<file path="config.mk">
export PLATFORM = sky130hd
export DESIGN_NAME = stable_priority_queue_unit_flat
export DESIGN_NICKNAME = d
export VERILOG_FILES = /design/src/hw/rtl/spq_pkg.sv /design/src/hw/rtl/spq_if.sv /design/src/hw/rtl/spq_cell.sv /design/src/hw/rtl/stable_priority_queue_unit.sv /design/src/flat_wrapper.sv
export SDC_FILE = /design/constraint.sdc
export NUM_CORES = 1
export LEC_CHECK = 0
export CORE_AREA = 3 3 237 297
export DETAILED_ROUTE_END_ITERATION = 16
export DIE_AREA = 0 0 240 300
export DONT_BUFFER_PORTS = 1
export PLACE_DENSITY = 0.69
export RECOVER_POWER = 100
export SYNTH_ARGS = -nofsm -noshare
export SYNTH_HDL_FRONTEND = slang
export SYNTH_HIERARCHICAL = 1
export SYNTH_SLANG_ARGS = --single-unit
</file>
<file path="constraint.sdc">
create_clock -name clk -period 16 [get_ports clk]
set_clock_uncertainty 0.05 [all_clocks]
set_input_delay 1.6 -clock clk [delete_from_list [all_inputs] [get_ports clk]]
set_output_delay 1.6 -clock clk [all_outputs]
set_load 0.02 [all_outputs]
</file>
<file path="src/hw/rtl/spq_pkg.sv">
// Shared types and constants of the stable priority queue.
package spq_pkg;

	localparam logic [2:0] PRIO_MIN = 3'd1;
	localparam logic [2:0] PRIO_MAX = 3'd5;

	localparam logic OP_INSERT = 1'b0;
	localparam logic OP_REMOVE = 1'b1;

	typedef enum logic [1:0] {
		RC_OK       = 2'd0,
		RC_BAD_PRIO = 2'd1,
		RC_FULL     = 2'd2,
		RC_EMPTY    = 2'd3
	} spq_rc_t;

	typedef enum logic [1:0] {
		ST_IDLE,
		ST_SCAN,
		ST_SHIFT
	} spq_state_t;

	// Control broadcast from the sequencer to every cell.
	typedef struct packed {
		logic write;
		logic scan;
		logic first;
		logic shift;
	} spq_ctl_t;

endpackage

</file>
<file path="src/hw/rtl/spq_if.sv">
// Request and response channel interfaces of the stable priority queue.
interface spq_req_if;
	logic        valid;
	logic        ready;
	logic        operation;
	logic [15:0] ticket_id;
	logic [2:0]  priority_req;
	logic [2:0]  ticket_status;

	modport source(output valid, operation, ticket_id, priority_req, ticket_status,
		input ready);
	modport sink(input valid, operation, ticket_id, priority_req, ticket_status,
		output ready);
endinterface

interface spq_rsp_if;
	logic        valid;
	logic        ready;
	logic [1:0]  result_code;
	logic [15:0] out_id;
	logic [2:0]  out_priority;
	logic [2:0]  out_status;
	logic [4:0]  entry_count;

	modport source(output valid, result_code, out_id, out_priority, out_status,
		entry_count, input ready);
	modport sink(input valid, result_code, out_id, out_priority, out_status,
		entry_count, output ready);
endinterface

</file>
<file path="src/hw/rtl/spq_cell.sv">
// One queue cell: holds an entry and carries the best-so-far link of the search.
module spq_cell import spq_pkg::*; #(
	parameter int unsigned IDX_W = 4,
	parameter int unsigned ID_W  = 16,
	parameter int unsigned INDEX = 0
) (
	input  logic             clk,
	input  spq_ctl_t         ctl,
	input  logic [IDX_W-1:0] pos,
	input  logic [IDX_W-1:0] sel,
	input  logic [ID_W-1:0]  wr_id,
	input  logic [2:0]       wr_prio,
	input  logic [2:0]       wr_stat,
	input  logic [ID_W-1:0]  nxt_id,
	input  logic [2:0]       nxt_prio,
	input  logic [2:0]       nxt_stat,
	input  logic [ID_W-1:0]  lk_in_id,
	input  logic [2:0]       lk_in_prio,
	input  logic [2:0]       lk_in_stat,
	input  logic [IDX_W-1:0] lk_in_idx,
	output logic [ID_W-1:0]  ent_id,
	output logic [2:0]       ent_prio,
	output logic [2:0]       ent_stat,
	output logic [ID_W-1:0]  lk_id,
	output logic [2:0]       lk_prio,
	output logic [2:0]       lk_stat,
	output logic [IDX_W-1:0] lk_idx
);

	localparam logic [IDX_W-1:0] INDEX_C = IDX_W'(INDEX);

	logic [ID_W-1:0]  id_q;
	logic [2:0]       prio_q;
	logic [2:0]       stat_q;
	logic [ID_W-1:0]  lk_id_q;
	logic [2:0]       lk_prio_q;
	logic [2:0]       lk_stat_q;
	logic [IDX_W-1:0] lk_idx_q;
	logic             hit;
	logic             take_own;

	assign hit = (pos == INDEX_C);
	// Ties go to this cell: it is older than anything behind it.
	assign take_own = ctl.first || (prio_q <= lk_in_prio);

	always_ff @(posedge clk) begin
		if (ctl.write && hit) begin
			id_q   <= wr_id;
			prio_q <= wr_prio;
			stat_q <= wr_stat;
		end else if (ctl.shift && (INDEX_C >= sel)) begin
			id_q   <= nxt_id;
			prio_q <= nxt_prio;
			stat_q <= nxt_stat;
		end
	end

	always_ff @(posedge clk) begin
		if (ctl.scan && hit) begin
			if (take_own) begin
				lk_id_q   <= id_q;
				lk_prio_q <= prio_q;
				lk_stat_q <= stat_q;
				lk_idx_q  <= INDEX_C;
			end else begin
				lk_id_q   <= lk_in_id;
				lk_prio_q <= lk_in_prio;
				lk_stat_q <= lk_in_stat;
				lk_idx_q  <= lk_in_idx;
			end
		end
	end

	assign ent_id   = id_q;
	assign ent_prio = prio_q;
	assign ent_stat = stat_q;
	assign lk_id    = lk_id_q;
	assign lk_prio  = lk_prio_q;
	assign lk_stat  = lk_stat_q;
	assign lk_idx   = lk_idx_q;

endmodule

</file>
<file path="src/hw/rtl/stable_priority_queue_unit.sv">
// Top level of the stable priority queue: cell row and request sequencer.
//
//  channel | dir | handshake    | payload
//  req     | in  | valid/ready  | operation, ticket_id, priority_req, ticket_status
//  rsp     | out | valid/ready  | result_code, out_id, out_priority, out_status, entry_count
//
// Insert and any rejected request: response registered in the cycle after acceptance.
// Remove on a non-empty queue: the search token walks the cell row from the newest
// entry to the oldest, one cell a cycle, then the shift step closes the gap and
// registers the response. A new request is taken once the sequencer is idle and the
// response register is free or being drained. A stalled response holds the
// sequencer in its gap-closing step. Reset clears the count and the handshake state.
module stable_priority_queue_unit import spq_pkg::*; #(
	parameter int unsigned DEPTH   = 16,
	parameter int unsigned ID_BITS = 16
) (
	input  logic    clk,
	input  logic    arst_n,
	spq_req_if.sink   req,
	spq_rsp_if.source rsp
);

	localparam int unsigned IDX_W = $clog2(DEPTH);
	localparam int unsigned CNT_W = $clog2(DEPTH + 1);

	spq_state_t state_q, state_d;
	spq_ctl_t   ctl;

	logic [CNT_W-1:0] count_q, count_d, cnt_m1;
	logic [IDX_W-1:0] pos_q, pos_d, pos_bus;

	logic             rsp_valid_q;
	logic [1:0]       rsp_code_q, rsp_code_d;
	logic [15:0]      rsp_id_q, rsp_id_d;
	logic [2:0]       rsp_prio_q, rsp_prio_d;
	logic [2:0]       rsp_stat_q, rsp_stat_d;
	logic [4:0]       rsp_cnt_q;
	logic             ld_rsp;

	logic             out_free, req_fire, prio_ok, is_full;
	logic [31:0]      id_ext, lid_ext, cnt_ext;
	logic [ID_BITS-1:0] wr_id;

	logic [ID_BITS-1:0] ent_id  [DEPTH];
	logic [2:0]         ent_prio[DEPTH];
	logic [2:0]         ent_stat[DEPTH];
	logic [ID_BITS-1:0] lk_id   [DEPTH];
	logic [2:0]         lk_prio [DEPTH];
	logic [2:0]         lk_stat [DEPTH];
	logic [IDX_W-1:0]   lk_idx  [DEPTH];

	assign out_free  = !rsp_valid_q || rsp.ready;
	assign req.ready = (state_q == ST_IDLE) && out_free;
	assign req_fire  = req.valid && req.ready;
	assign prio_ok   = (req.priority_req >= PRIO_MIN) && (req.priority_req <= PRIO_MAX);
	assign is_full   = (count_q >= CNT_W'(DEPTH));
	assign cnt_m1    = count_q - CNT_W'(1);
	assign id_ext    = 32'(req.ticket_id);
	assign wr_id     = id_ext[ID_BITS-1:0];
	assign lid_ext   = 32'(lk_id[0]);
	assign pos_bus   = (state_q == ST_SCAN) ? pos_q : count_q[IDX_W-1:0];

	// Next state
	always_comb begin
		state_d = state_q;
		case (state_q)
			ST_IDLE: begin
				if (req_fire && (req.operation == OP_REMOVE) && (count_q != '0))
					state_d = ST_SCAN;
			end
			ST_SCAN: begin
				if (pos_q == '0)
					state_d = ST_SHIFT;
			end
			ST_SHIFT: begin
				if (out_free)
					state_d = ST_IDLE;
			end
			default: state_d = ST_IDLE;
		endcase
	end

	// Outputs of the sequencer
	always_comb begin
		ctl        = '0;
		ld_rsp     = 1'b0;
		count_d    = count_q;
		pos_d      = pos_q;
		rsp_code_d = RC_OK;
		rsp_id_d   = '0;
		rsp_prio_d = '0;
		rsp_stat_d = '0;
		case (state_q)
			ST_IDLE: begin
				if (req_fire) begin
					if (req.operation == OP_INSERT) begin
						ld_rsp = 1'b1;
						if (!prio_ok) begin
							rsp_code_d = RC_BAD_PRIO;
						end else if (is_full) begin
							rsp_code_d = RC_FULL;
						end else begin
							ctl.write = 1'b1;
							count_d   = count_q + CNT_W'(1);
						end
					end else if (count_q == '0) begin
						ld_rsp     = 1'b1;
						rsp_code_d = RC_EMPTY;
					end else begin
						pos_d = cnt_m1[IDX_W-1:0];
					end
				end
			end
			ST_SCAN: begin
				ctl.scan  = 1'b1;
				ctl.first = (pos_q == cnt_m1[IDX_W-1:0]);
				if (pos_q != '0)
					pos_d = pos_q - IDX_W'(1);
			end
			ST_SHIFT: begin
				if (out_free) begin
					// Close the gap behind the winner and report it
					ctl.shift  = 1'b1;
					ld_rsp     = 1'b1;
					count_d    = cnt_m1;
					rsp_id_d   = lid_ext[15:0];
					rsp_prio_d = lk_prio[0];
					rsp_stat_d = lk_stat[0];
				end
			end
			default: ;
		endcase
	end

	assign cnt_ext = 32'(count_d);

	always_ff @(posedge clk or negedge arst_n) begin
		if (!arst_n) begin
			state_q     <= ST_IDLE;
			count_q     <= '0;
			rsp_valid_q <= 1'b0;
		end else begin
			state_q <= state_d;
			count_q <= count_d;
			if (ld_rsp)
				rsp_valid_q <= 1'b1;
			else if (rsp.ready)
				rsp_valid_q <= 1'b0;
		end
	end

	always_ff @(posedge clk) begin
		pos_q <= pos_d;
		if (ld_rsp) begin
			rsp_code_q <= rsp_code_d;
			rsp_id_q   <= rsp_id_d;
			rsp_prio_q <= rsp_prio_d;
			rsp_stat_q <= rsp_stat_d;
			rsp_cnt_q  <= cnt_ext[4:0];
		end
	end

	assign rsp.valid        = rsp_valid_q;
	assign rsp.result_code  = rsp_code_q;
	assign rsp.out_id       = rsp_id_q;
	assign rsp.out_priority = rsp_prio_q;
	assign rsp.out_status   = rsp_stat_q;
	assign rsp.entry_count  = rsp_cnt_q;

	for (genvar i = 0; i < DEPTH; i++) begin : g_cell
		logic [ID_BITS-1:0] n_id, l_id;
		logic [2:0]         n_prio, n_stat, l_prio, l_stat;
		logic [IDX_W-1:0]   l_idx;

		if (i < DEPTH - 1) begin : g_mid
			assign n_id   = ent_id[i+1];
			assign n_prio = ent_prio[i+1];
			assign n_stat = ent_stat[i+1];
			assign l_id   = lk_id[i+1];
			assign l_prio = lk_prio[i+1];
			assign l_stat = lk_stat[i+1];
			assign l_idx  = lk_idx[i+1];
		end else begin : g_end
			assign n_id   = '0;
			assign n_prio = '0;
			assign n_stat = '0;
			assign l_id   = '0;
			assign l_prio = '0;
			assign l_stat = '0;
			assign l_idx  = '0;
		end

		spq_cell #(
			.IDX_W (IDX_W),
			.ID_W  (ID_BITS),
			.INDEX (i)
		) u_cell (
			.clk        (clk),
			.ctl        (ctl),
			.pos        (pos_bus),
			.sel        (lk_idx[0]),
			.wr_id      (wr_id),
			.wr_prio    (req.priority_req),
			.wr_stat    (req.ticket_status),
			.nxt_id     (n_id),
			.nxt_prio   (n_prio),
			.nxt_stat   (n_stat),
			.lk_in_id   (l_id),
			.lk_in_prio (l_prio),
			.lk_in_stat (l_stat),
			.lk_in_idx  (l_idx),
			.ent_id     (ent_id[i]),
			.ent_prio   (ent_prio[i]),
			.ent_stat   (ent_stat[i]),
			.lk_id      (lk_id[i]),
			.lk_prio    (lk_prio[i]),
			.lk_stat    (lk_stat[i]),
			.lk_idx     (lk_idx[i])
		);
	end

endmodule

</file>
<file path="src/flat_wrapper.sv">
// flat-port wrapper written by rule: the top's interface ports become plain ports
module stable_priority_queue_unit_flat import spq_pkg::*;
#(
	parameter int unsigned DEPTH   = 16,
	parameter int unsigned ID_BITS = 16
)
  (clk, arst_n, req_valid, req_operation, req_ticket_id, req_priority_req, req_ticket_status, req_ready, rsp_valid, rsp_result_code, rsp_out_id, rsp_out_priority, rsp_out_status, rsp_entry_count, rsp_ready);
  spq_req_if req_i ();
  spq_rsp_if rsp_i ();
  input  logic clk;
  input  logic arst_n;
  input wire logic [$bits(req_i.valid)-1:0] req_valid;
  input wire logic [$bits(req_i.operation)-1:0] req_operation;
  input wire logic [$bits(req_i.ticket_id)-1:0] req_ticket_id;
  input wire logic [$bits(req_i.priority_req)-1:0] req_priority_req;
  input wire logic [$bits(req_i.ticket_status)-1:0] req_ticket_status;
  output wire logic [$bits(req_i.ready)-1:0] req_ready;
  output wire logic [$bits(rsp_i.valid)-1:0] rsp_valid;
  output wire logic [$bits(rsp_i.result_code)-1:0] rsp_result_code;
  output wire logic [$bits(rsp_i.out_id)-1:0] rsp_out_id;
  output wire logic [$bits(rsp_i.out_priority)-1:0] rsp_out_priority;
  output wire logic [$bits(rsp_i.out_status)-1:0] rsp_out_status;
  output wire logic [$bits(rsp_i.entry_count)-1:0] rsp_entry_count;
  input wire logic [$bits(rsp_i.ready)-1:0] rsp_ready;
  assign req_i.valid = req_valid;
  assign req_i.operation = req_operation;
  assign req_i.ticket_id = req_ticket_id;
  assign req_i.priority_req = req_priority_req;
  assign req_i.ticket_status = req_ticket_status;
  assign req_ready = req_i.ready;
  assign rsp_valid = rsp_i.valid;
  assign rsp_result_code = rsp_i.result_code;
  assign rsp_out_id = rsp_i.out_id;
  assign rsp_out_priority = rsp_i.out_priority;
  assign rsp_out_status = rsp_i.out_status;
  assign rsp_entry_count = rsp_i.entry_count;
  assign rsp_i.ready = rsp_ready;
  stable_priority_queue_unit #(.DEPTH(DEPTH), .ID_BITS(ID_BITS)) u_core (.clk(clk), .arst_n(arst_n), .req(req_i), .rsp(rsp_i));
endmodule
</file>
==> Word level (Yosys, flattened, before mapping) <==
Cells that the tools add are included.
{ "totals": {"register_bits": 809, "in_bits": 27, "output_inout_bits": 31, "elab_cells": 458} }
{ "classes": {"add_sub_neg": 3, "n_lt_le_gt_ge": 35, "eq_ne": 25, "mux": 175, "n_reduce_logical": 99} }
{ "ops": {"columns": ["op", "count"], "rows": [
  ["$mux W16", 47],
  ["$mux W3", 93],
  ["$logic_and A1 B1 Y1", 53],
  ["$le A3 B3 Y1", 15],
  ["$reduce_bool A2 Y1", 18],
  ["$eq A4 B4 Y1 const B", 8],
  ["$ge A4 B4 Y1 const A", 8],
  ["$mux W5", 5],
  ["$mux W4", 6],
  ["$logic_or A1 B1 Y1", 17],
  ["$eq A4 B3 Y1 const B", 4],
  ["$ge A3 B4 Y1 const A", 4],
  ["$mux W2", 8],
  ["$mux W1", 12],
  ["$ne A2 B2 Y1 const B", 5],
  ["$pmux W5 S2", 1],
  ["$eq A4 B2 Y1 const B", 2],
  ["$ge A1 B4 Y1 const A", 2],
  ["$ge A2 B4 Y1 const A", 2],
  ["$logic_not A4 Y1", 2],
  ["$pmux W4 S2", 1],
  ["$pmux W2 S3", 1],
  ["$add A5 B1 Y5 const B", 1],
  ["$ge A5 B5 Y1 const B", 1],
  ["other kinds (19)", 21]
]} }

==> Longest topological paths before layout <==
{ "depth": {"depth_word": 8, "mapped_depth": 10, "ltp_nobuf": 8} }

==> Hierarchy <==
Netlist, hierarchy kept.
{ "modules_own_cells": {"columns": ["mod", "n_inst", "cells_each", "area_per_inst_um2", "seq_area_each_um2"], "rows": [
  ["spq_cell at u_core.g_cell[10].u_cell", 1, 119, 2203.4, 1441.4],
  ["spq_cell at u_core.g_cell[4].u_cell", 1, 119, 2202.1, 1441.4],
  ["spq_cell at u_core.g_cell[2].u_cell", 1, 119, 2200.9, 1441.4],
  ["spq_cell at u_core.g_cell[5].u_cell", 1, 118, 2200.9, 1441.4],
  ["spq_cell at u_core.g_cell[12].u_cell", 1, 119, 2199.6, 1441.4],
  ["spq_cell at u_core.g_cell[0].u_cell", 1, 120, 2198.4, 1441.4],
  ["spq_cell at u_core.g_cell[14].u_cell", 1, 117, 2198.4, 1441.4],
  ["spq_cell at u_core.g_cell[1].u_cell", 1, 118, 2198.4, 1441.4],
  ["spq_cell at u_core.g_cell[13].u_cell", 1, 117, 2197.1, 1441.4],
  ["spq_cell at u_core.g_cell[11].u_cell", 1, 117, 2195.9, 1441.4],
  ["spq_cell at u_core.g_cell[3].u_cell", 1, 119, 2195.9, 1441.4],
  ["spq_cell at u_core.g_cell[15].u_cell", 1, 114, 2188.3, 1441.4],
  ["spq_cell at u_core.g_cell[6].u_cell", 1, 118, 2188.3, 1441.4],
  ["spq_cell at u_core.g_cell[8].u_cell", 1, 119, 2187.1, 1441.4],
  ["+3 rows", null, null, null, null]
]} }

==> Worst setup path before layout <==
OpenSTA, ideal clock, no wires.
{ "synth_timing": {"kind": "reg-to-reg", "startpoint": "register u_core.count_q[0]", "endpoint": "register u_core.g_cell[6].u_cell.lk_id_q[0], data pin", "setup_ns": 0.260, "arrival_ns": 5.652, "required_ns": 15.690, "setup_slack_ns": 10.038, "path_stages_with_launch": 10, "n_path_buf": 1, "synth_period_minus_slack_ns": 5.962, "cell_sequence": "dfrtp_1 > inv_1 > ha_1 > xor2_1 > nand2_1 > nor4_1 > a311oi_2 > o31ai_4 > buf_6 > mux2_4"} }
{ "synth_rtl": {"columns": ["element", "line_no", "source"], "rows": [
  ["from (decl)", "stable_priority_queue_unit.sv:29", "logic [CNT_W-1:0] count_q, count_d, cnt_m1;"],
  ["from (signal assigned)", "stable_priority_queue_unit.sv:144", "count_q <= count_d;"],
  ["to (signal assigned)", "spq_cell.sv:61", "lk_id_q <= id_q;"],
  ["to (signal assigned)", "spq_cell.sv:66", "lk_id_q <= lk_in_id;"],
  ["to (decl)", "spq_cell.sv:35", "logic [ID_W-1:0] lk_id_q;"]
]} }

==> results.py <==
metrics = {
    "outcome": {
        "status": "finished, violations left",
        "violations": "max-capacitance violations, max-slew violations",
    },
    "cts": {
        "cts.path.max_buffers": 3,
        "clk_latency_ps": 610,
        "htreeDepth": 3,
        "post_cts_buffers": 0,
        "cts_buffers": 79,
        "cts_root_buffer": "clkbuf_16",
        "cts.sinks": 809,
        "cts_resized": 0,
        "path_clk_slew_ps": 60,
        "ctsHoldBuffers": 0,
        "cts_tree": "done",
    },
    "grt": {
        "grt_usage_pct": 16.8,
        "grt_antenna_before_repair": 0,
        "grt_pass1_wl_um": 95200,
        "grt_max_degree": 40,
        "overflow": 0,
        "grt_pass1_vias": 18300,
    },
    "synthesis": {
        "synth_xor_area_share_pct": 0.236,
        "synthMuxAreaShare_pct": 24.1,
        "synth-main-ff-cell": "edfxtp_1",
        "synth-adder-area-share_pct": 1.75,
        "yosys_warnings": 6,
        "synth_edf_count": 801,
        "synth_cells": 2048,
        "synthesis.area_mm2": 0.0371,
        "synth_cell_types": 54,
        "yosysSeqAreaShare_pct": 65.4,
        "avgSynthCellArea_um2": 18.1,
        "synth_seq_cells": 809,
        "synthArstFlopShare_pct": 0.989,
        "synth_top_family_by_area": "multiplexers",
        "synthSimpleGateAreaFrac_pct": 3.51,
        "synth_compound_area_share_pct": 2.58,
    },
    "route": {
        "avgRoutedWirePerCell_um": 19.7,
        "wirelength_um": 60800,
        "final_antenna_net_count": 0,
        "drtIter0Drc": 897,
        "drt_pass1_iterations": 5,
        "drc": 0,
        "vias": 17000,
        "vias_per_cell": 5.50,
    },
    "die": {
        "fp.dieH_um": 300,
        "io-pin-count": 58,
        "initial_core_util_pct": 54.5,
        "die_width_um": 240,
        "num_rows": 107,
        "die-area_mm2": 0.0720,
        "core_mm2": 0.0680,
    },
    "worst_setup_path": {
        "cp_num_buf_inv": 1,
        "end_kind": "register",
        "worstPathCellList": "nand2b_1 -> nand3_1 -> nor2_1 -> nand2_1 -> o41ai_1 -> clkbuf_1",
        "crit-reg2reg-launch": "u_core/state_q[1]$_DFFE_PN0P_",
        "path_delay_family": "simple AND/OR/NAND/NOR gates",
        "rrSetupSlack_ps": 10470,
        "timing.rr.end": "u_core/g_cell[7].u_cell/ent_id[13]$_DFFE_PP_",
        "slowest_stage": "nor2_1",
        "critPathArrivalTime_ps": 5930,
        "max_stage_delay_ps": 1340,
        "reg2regPathDepth": 8,
        "required_ps": 16170,
        "startpoint_type": "input port",
        "path_max_fanout": 23,
        "path_class": "input port to register",
    },
    "hold_path": {
        "hold_start": "u_core/g_cell[11].u_cell/lk_idx[1]$_SDFFCE_PP1P_",
        "holdPathStages": 1,
        "hold_class": "register to register",
        "min_to": "u_core/g_cell[10].u_cell/lk_idx[1]$_SDFFCE_PP1P_",
    },
    "finish": {
        "multiInputGateArea_mm2": 0.0109,
        "drive_above_1_share_pct": 28.6,
        "diodes": 0,
        "mostFrequentLayoutCell": "edfxtp_1",
        "syn_to_final_growth_pct": 6.04,
        "fillers": 5280,
        "fin_area_mm2": 0.0393,
        "nets": 2225,
        "seq_area_mm2": 0.0243,
        "most-common-layout-cells": "801 x edfxtp_1, 447 x mux2_2, 256 x mux2_1",
    },
    "flow_run": {
        "cap_violations": 21,
    },
    "place": {
        "gp_congestion": 0.791,
        "hpwl_um": 42700,
        "dpl-instance-area_mm2": 0.0381,
        "io_buffer_count": 0,
    },
    "power": {
        "combPwrFrac_pct": 16.3,
        "fin_total_pwr_w": 0.00543,
        "p_leak_nw": 13.3,
        "p_per_area_mw_per_mm2": 138,
        "swShare_pct": 25.3,
        "power_frac_clock_pct": 33.2,
        "ir_worst_vdd_uv": 81.9,
        "p_int_w": 0.00405,
        "pwr-share-seq_pct": 50.5,
        "p_sw_w": 0.00137,
    },
    "timing": {
        "slew-limit-headroom_pct": -160,
        "rsz0062_at_grt": "no",
        "finalMaxSlewViolations": 515,
        "holdWs_ps": 453,
        "hold_viol_final": 0,
        "period_minus_slack_ps": 5760,
        "final-setup-viol-count": 0,
        "max_freq_mhz": 174,
        "totalNegativeSetupSlack_ps": 0,
        "tightest_slew_ps": 3860,
        "post-route-period-util_pct": 36.0,
    },
}
worst max-delay path by stage:
stage                                startpoint                                       endpoint  slack (ps)  depth (start not counted)
global route                          rsp_ready   u_core/g_cell[7].u_cell/ent_id[13]$_DFFE_PP_        9790                          5
detailed placement                    rsp_ready  u_core/g_cell[15].u_cell/ent_id[13]$_DFFE_PP_       10620                          5
floorplan           u_core/count_q[0]$_DFF_PN0_     u_core/g_cell[6].u_cell/lk_id[0]$_DFFE_PP_       10040                          9
global placement                      rsp_ready  u_core/g_cell[15].u_cell/ent_id[10]$_DFFE_PP_       10720                          5
CTS                                   rsp_ready  u_core/g_cell[15].u_cell/ent_id[13]$_DFFE_PP_       11250                          5
finish                                rsp_ready   u_core/g_cell[1].u_cell/ent_id[14]$_DFFE_PP_       10240                          6
per-layer routing:
metal	routed length [um]	vias to the layer above	global-route usage (%)
met2	34900	369	34.0
met1	21700	8367	16.6
met5	0	-	0
met3	2540	124	3.09
met4	1620	0	6.21
li1	-	8100	-
flip-flops by register name (all words and copies together) (netlist names), 4 cells and up:
| name | cells |
|---|---|
| u_core/g_cell.u_cell/ent_id | 256 |
| u_core/g_cell.u_cell/lk_id | 256 |
| u_core/g_cell.u_cell/lk_idx | 64 |
| u_core/g_cell.u_cell/ent_prio | 48 |
| u_core/g_cell.u_cell/ent_stat | 48 |
| u_core/g_cell.u_cell/lk_prio | 48 |
| u_core/g_cell.u_cell/lk_stat | 48 |
| u_core/rsp.out_id | 16 |
| u_core/count_q | 5 |
| u_core/rsp.entry_count | 5 |
| u_core/pos_q | 4 |
metrics by stage:
| stage | cells | util (%) | setup WS [ps] |
|---|---|---|---|
| after global placement | 2937 | 56.1 | 10720 |
| final | 3084 | 57.8 | 10240 |
| after floorplan | 2098 | - | 10040 |
| after detailed placement | 2937 | 56.1 | 10620 |
| after global routing | 3084 | 57.8 | 9790 |
| after CTS | 3084 | 59.8 | 11250 |
worst register-to-register path, delay by kind of cell (launching register included):
| family | cells | cell delay [ps] |
|---|---|---|
| AOI/OAI and AO/OA | 2 | 1800 |
| buffers and inverters | 2 | 1430 |
| and+or+nand+nor | 4 | 1020 |
| DFF | 1 | 480 |
power groups by stage:
stage | sequential [W] | clock (W) | combinational (W)
final | 0.00274 | 0.00180 | 0.000886
after global placement | 0.00277 | 0 | 0.00108
after CTS | 0.00274 | 0.00185 | 0.00113
after detailed placement | 0.00278 | 0 | 0.00112
after global routing | 0.00276 | 0.00193 | 0.000966
after floorplan | 0.00275 | 0 | 0.000954
layout make-up:
type,instances,area share [%]
Multi-Input combinational cell,1125,27.8
Sequential cell,809,61.7
Timing Repair Buffer,39,0.382
Inverter,92,0.878
Clock inverter,55,1.19
Tap cell,872,2.77
Clock buffer,92,5.28
cells by family after synthesis:
logic type                 count (synthesis)
AOI/OAI and AO/OA                         66
xor gates and xnor gates                  10
adders and majority gates                 52
other                                      1
buffers and inverters                    164
DFF                                      809
and+or+nand+nor                          238
muxes                                    708
synthesized netlist by cell type, types with 16 or more instances:
library cell | number | area share, %
or2_2 | 32 | 0.54
o31ai_4 | 16 | 0.92
mux2_2 | 450 | 14
nor2_1 | 47 | 0.48
edfxtp_1 | 801 | 65
nor2b_1 | 17 | 0.29
ha_1 | 52 | 1.8
and2_1 | 38 | 0.64
mux2_4 | 256 | 10
inv_1 | 92 | 0.93
buf_6 | 32 | 0.97
nand2_1 | 49 | 0.50
buf_2 | 35 | 0.47
Note: power is estimated with default switching activity, not from simulation.
